$ cat src/rtl/core/dcfsd_pkg.sv
// ----------------------------------------------------------------------------
// dcfsd_pkg
// Shared widths, register indexes and side-data types of the fan motor
// speed derivative core.
// ----------------------------------------------------------------------------
`default_nettype none

package dcfsd_pkg;

   localparam int unsigned REG_W    = 32;  // config registers, input fields
   localparam int unsigned DIV_W    = 32;  // divisor and partial remainder
   localparam int unsigned ROOT_W   = 24;  // floor(sqrt(U << 16))
   localparam int unsigned FLUX_W   = 40;
   localparam int unsigned EMF_W    = 56;
   localparam int unsigned SQ_W     = 47;  // (speed * speed) >> 16
   localparam int unsigned DRAG_W   = 62;
   localparam int unsigned DIFF_W   = 57;
   localparam int unsigned CUR_W    = 73;  // quotient bits of the current divide
   localparam int unsigned TORQ_W   = 97;
   localparam int unsigned NET_W    = 98;
   localparam int unsigned RATE_W   = 32;  // quotient bits of the final divide
   localparam int unsigned CSR_IDX_W = 2;

   typedef enum logic [CSR_IDX_W-1:0] {
      REG_FLUX_GAIN      = 2'd0,
      REG_WINDING_RES    = 2'd1,
      REG_DRAG_COEF      = 2'd2,
      REG_ROTOR_INERTIA  = 2'd3
   } reg_index_type;

   // carried alongside the current division
   typedef struct packed {
      logic [FLUX_W-1:0] flux;
      logic [DRAG_W-1:0] drag;
      logic              speed_neg;
      logic              diff_neg;
   } cur_side_type;

   // carried alongside the final division
   typedef struct packed {
      logic overflow;
      logic neg;
   } rate_side_type;

endpackage

`default_nettype wire

$ cat src/rtl/core/dcfsd_div.sv
// ----------------------------------------------------------------------------
// dcfsd_div
// Pipelined restoring divider, one quotient bit per stage, with side data
// and valid bits travelling alongside. Initial remainder must be below the
// divisor.
// ----------------------------------------------------------------------------
`default_nettype none

module dcfsd_div #(
   parameter int unsigned QW = 32,
   parameter int unsigned SW = 2
) (
   input  logic                        clock,
   input  logic                        reset,
   input  logic                        adv,
   input  logic                        in_valid,
   input  logic [dcfsd_pkg::DIV_W-1:0] in_rem,
   input  logic [QW-1:0]               in_num,
   input  logic [SW-1:0]               in_side,
   input  logic [dcfsd_pkg::DIV_W-1:0] divisor,
   output logic                        out_valid,
   output logic [QW-1:0]               out_quo,
   output logic [SW-1:0]               out_side
);
   import dcfsd_pkg::*;

   logic              vld_ff  [QW];
   logic [DIV_W-1:0]  rem_ff  [QW];
   logic [QW-1:0]     num_ff  [QW];
   logic [QW-1:0]     quo_ff  [QW];
   logic [SW-1:0]     side_ff [QW];

   for (genvar j = 0; j < QW; j++) begin : g_step
      logic             vld_prev;
      logic [DIV_W-1:0] rem_prev;
      logic [QW-1:0]    num_prev;
      logic [QW-1:0]    quo_prev;
      logic [SW-1:0]    side_prev;
      logic [DIV_W:0]   rem_w;
      logic             ge;
      logic [DIV_W-1:0] rem_in;

      if (j == 0) begin : g_first
         assign vld_prev  = in_valid;
         assign rem_prev  = in_rem;
         assign num_prev  = in_num;
         assign quo_prev  = '0;
         assign side_prev = in_side;
      end else begin : g_rest
         assign vld_prev  = vld_ff[j-1];
         assign rem_prev  = rem_ff[j-1];
         assign num_prev  = num_ff[j-1];
         assign quo_prev  = quo_ff[j-1];
         assign side_prev = side_ff[j-1];
      end

      assign rem_w  = {rem_prev, num_prev[QW-1]};
      assign ge     = rem_w >= {1'b0, divisor};
      assign rem_in = ge ? DIV_W'(rem_w - {1'b0, divisor}) : rem_w[DIV_W-1:0];

      always_ff @(posedge clock) begin
         if (reset) begin
            vld_ff[j] <= 1'b0;
         end else if (adv) begin
            vld_ff[j] <= vld_prev;
         end
      end

      always_ff @(posedge clock) begin
         if (adv) begin
            rem_ff[j]  <= rem_in;
            num_ff[j]  <= {num_prev[QW-2:0], 1'b0};
            quo_ff[j]  <= {quo_prev[QW-2:0], ge};
            side_ff[j] <= side_prev;
         end
      end
   end

   assign out_valid = vld_ff[QW-1];
   assign out_quo   = quo_ff[QW-1];
   assign out_side  = side_ff[QW-1];

endmodule

`default_nettype wire

$ cat config.mk
export PLATFORM = sky130hd
export DESIGN_NAME = dcfsd_div
export DESIGN_NICKNAME = d
export VERILOG_FILES = /design/src/rtl/core/dcfsd_pkg.sv /design/src/rtl/core/dcfsd_div.sv
export SDC_FILE = /design/constraint.sdc
export NUM_CORES = 2
export LEC_CHECK = 0
export CAP_MARGIN = 30
export CORE_UTILIZATION = 43
export CTS_CLUSTER_SIZE = 40
export DETAILED_ROUTE_END_ITERATION = 8
export DONT_BUFFER_PORTS = 1
export MAX_ROUTING_LAYER = met4
export PLACE_DENSITY = 0.67
export REMOVE_ABC_BUFFERS = 1
export SETUP_SLACK_MARGIN = 0.15
export SYNTH_ARGS = -nofsm -noshare
export SYNTH_HDL_FRONTEND = slang
export SYNTH_SLANG_ARGS = --single-unit
$ cat constraint.sdc
create_clock -name clock -period 5.2 [get_ports clock]
set_clock_uncertainty 0.1 [all_clocks]
set_input_delay 0.52 -clock clock [delete_from_list [all_inputs] [get_ports clock]]
set_output_delay 0.52 -clock clock [all_outputs]
set_load 0.05 [all_outputs]
==> run_results.csv <==
group,metric,value,unit
placed_design,portBuffers,0,
floorplanning,start_util,43.23,%
route,drc,0,
cells_and_area,nNetsFinal,12327,
timing,final_hold_viol_count,0,
logic_synthesis,ys_warn_count,0,
worst_setup_path,endpoint_kind,"register",
logic_synthesis,yosysTopAreaCellShare,50.96,%
route,wl_per_cell,22.28,µm
timing,min_period,4.433,ns
route,num_vias,87688,
route,vias_per_cell,5.781,
min_path,min_path_type,"in2reg",
cells_and_area,layout-drive-gt1-share,10.32,%
global_route,grt_max_degree,267,
floorplanning,ioPinCount,137,
worst_setup_path,worst_path_max_delay_cell,"ha_1",
clock_network,worstSkewPairLatency,0.93,ns
worst_setup_path,worst-path-buf-inv,1,
clock_network,cts_max_level,4,
route,routed_wl,337900,µm
clock_network,cts_inserted_buffers,239,
pwr,p_leak,0.05460,µW
worst_setup_path,path_cells,"ha_1, and3_1, and4_1, o2111ai_1, a21oi_1, or3b_1, o2111ai_1, a311o_2, o211ai_1, a311o_2, buf_4, nor2_1, a21oi_1",
cells_and_area,register_area,63420,µm²
floorplanning,die_y,540.0,µm
min_path,whs_path_depth,1,
placed_design,place_area,130800,µm²
timing,relSlewSlack,-0.4782,%
floorplanning,rows,197,
route,drt-initial-drc-count,7510,
logic_synthesis,seq_area_frac_synth,50.96,%
placed_design,post-dp-hpwl,240700,µm
global_route,antenna_found_initial,18,
job,maxCapViolations,0,
logic_synthesis,yosys-top-cells-area,"edfxtp_1, ha_1, a21oi_1",
status,violations,"max-slew violations",
cells_and_area,design_area,140000,µm²
logic_synthesis,synth_cells,10886,
timing,drv_slew,24,
placed_design,globalplace.congestion,0.9779,
logic_synthesis,async_flop_share,0,%
pwr,ir_worst_vdd,0.4028,mV
status,status,"complete, but fails checks",
worst_setup_path,crit_fanout,19,
clock_network,clock_sinks,2112,
timing,fin_crit_sh,85.25,%
logic_synthesis,yosysTopAreaCell,"edfxtp_1",
floorplanning,dieArea,291600,µm²
worst_setup_path,crit_family,"compound AO/OA/AOI/OAI gates",
global_route,grt_pass1_wl,510600,µm
route,ant_nets,0,
worst_setup_path,arrival,5.08,ns
logic_synthesis,synth_edf_count,2112,
global_route,grt_overflow,0,
logic_synthesis,ys.flop_type,"edfxtp_1",
cells_and_area,multiInputGateArea,58720,µm²
worst_setup_path,critPathKind,"reg2reg",
clock_network,clkTransAtPathRegs,0.06,ns
timing,timing.hold.ws,0.05836,ns
timing,rsz0062_at_grt,"false",
worst_setup_path,cp.required,5.85,ns
pwr,p_total,94900,µW
timing,setup_viol,0,
logic_synthesis,synth_seq_cells,2112,
worst_setup_path,crit_path_max_incr_delay,0.59,ns
worst_setup_path,startpoint_type,"register",
logic_synthesis,syn_area,124400,µm²
clock_network,cts_tree,"done",
timing,tightest_slew,1.507,ns
timing,timing.fmax,225.6,MHz
pwr,powerDensity,678.0,nW/µm²
cells_and_area,area_growth,12.47,%
worst_setup_path,cp.depth,13,
clock_network,cts-root-buf,"clkbuf_16",
logic_synthesis,synth_cell_types,100,
worst_setup_path,rr_worst_depth,13,
cells_and_area,fillers,25409,
floorplanning,core,287900,µm²
global_route,grt_usage,23.25,%
floorplanning,die_w,540.0,µm
global_route,grt_pass1_vias,85390,
logic_synthesis,synth_area_per_cell,11.43,µm²
route,drt-pass1-iter-count,6,
clock_network,clk_path_buf_depth,4,
registers in the layout, summed over array words and instances, names as in the netlist:
name,cells
rem_ff,992
quo_ff,528
num_ff,496
side_ff,64
vld_ff,32
worst register-to-register path, cell delays in order (launching register included):
cell and delay, ns:
edfxtp_1 0.53, ha_1 0.60, and3_1 0.31, and4_1 0.25
o2111ai_1 0.13, a21oi_1 0.17, or3b_1 0.21, o2111ai_1 0.22
a311o_2 0.39, o211ai_1 0.23, a311o_2 0.58, buf_4 0.30
nor2_1 0.06, a21oi_1 0.17
final timing paths:
check / slack (ns) / endpoint / startpoint
hold / removal: 0.06 / num_ff[0][89] / adv
hold reg to reg: 0.25 / num_ff[4][116] / num_ff[4][84]
setup reg to reg: 0.77 / rem_ff[1][474] / rem_ff[1][423]
setup / recovery: 0.77 / rem_ff[1][474] / rem_ff[1][423]
power by group:
group | internal (µW) | switching (µW)
sequential | 26600 | 3740
clock | 10600 | 7130
combinational | 21000 | 25800
total | 58300 | 36600
through the flow:
step                      TNS, ns  std cells  util [%]  setup slack (ns)
final                           0      15167     48.61            0.7672
after global routing            0      15164     48.61            0.5916
after CTS                       0      15154     48.59            0.8076
after detailed placement        0      14632     45.45            0.3660
after global placement          0      14631     45.44            0.3057
after floorplan           -123.81      10595         -           -0.7234
cell families after synthesis:
logic type      Yosys count  share of synthesized area [%]
flops                  2112                          50.96
fa+ha+maj              1055                          10.79
xor+xnor                845                          5.947
buf+inv                 615                          2.008
mux                     465                          4.311
simple gates           2558                          9.688
compound gates         3236                          16.29
synthesized netlist by cell type (140+ instances only):
cell type,instances
a21o_1,514
a21oi_1,1018
clkbuf_1,203
edfxtp_1,2112
ha_1,1024
inv_1,323
mux2_2,349
nand2_1,795
nand3_1,177
nand4_1,149
nor2_1,682
nor2b_1,150
nor3_1,140
o21a_1,152
o21ai_0,751
xnor2_1,530
xor2_1,315
timing repair:
item	in CTS	in global routing
hold buffers	76	1
endpoints found under the hold margin	162	29
setup buffers	0	0
gates resized for setup	0	0
cell usage in the layout (no fill, tap or decap), types with 241 or more instances in the layout:
master / n
a21o_1: 514
mux2_2: 349
xor2_1: 315
nor2_1: 681
edfxtp_1: 2112
ha_1: 1024
o21ai_0: 751
inv_1: 292
a21oi_1: 1015
xnor2_1: 530
clkbuf_16: 241
nand2_1: 795
routing by layer:
| layer | global-route usage (%) | vias up | share of wire (%) |
|---|---|---|---|
| met1 | 30.38 | 42384 | 44 |
| met2 | 37.03 | 2754 | 46 |
| met3 | 3.187 | 633 | 5.9 |
| li1 | - | 41917 | - |
| met4 | 8.105 | 0 | 3.7 |
| met5 | - | - | 0 |
layout make-up:
cell class | count | share of cell area (%)
timing repair buffer | 334 | 2.571
clock inverter | 173 | 1.496
antenna | 11 | 0.01967
sequential | 2112 | 45.31
tap | 3781 | 3.380
multi-input combinational | 8159 | 41.96
inverter | 324 | 0.8689
clock buffer | 273 | 4.395
No activity file was read; power rests on OpenSTA's default activity.
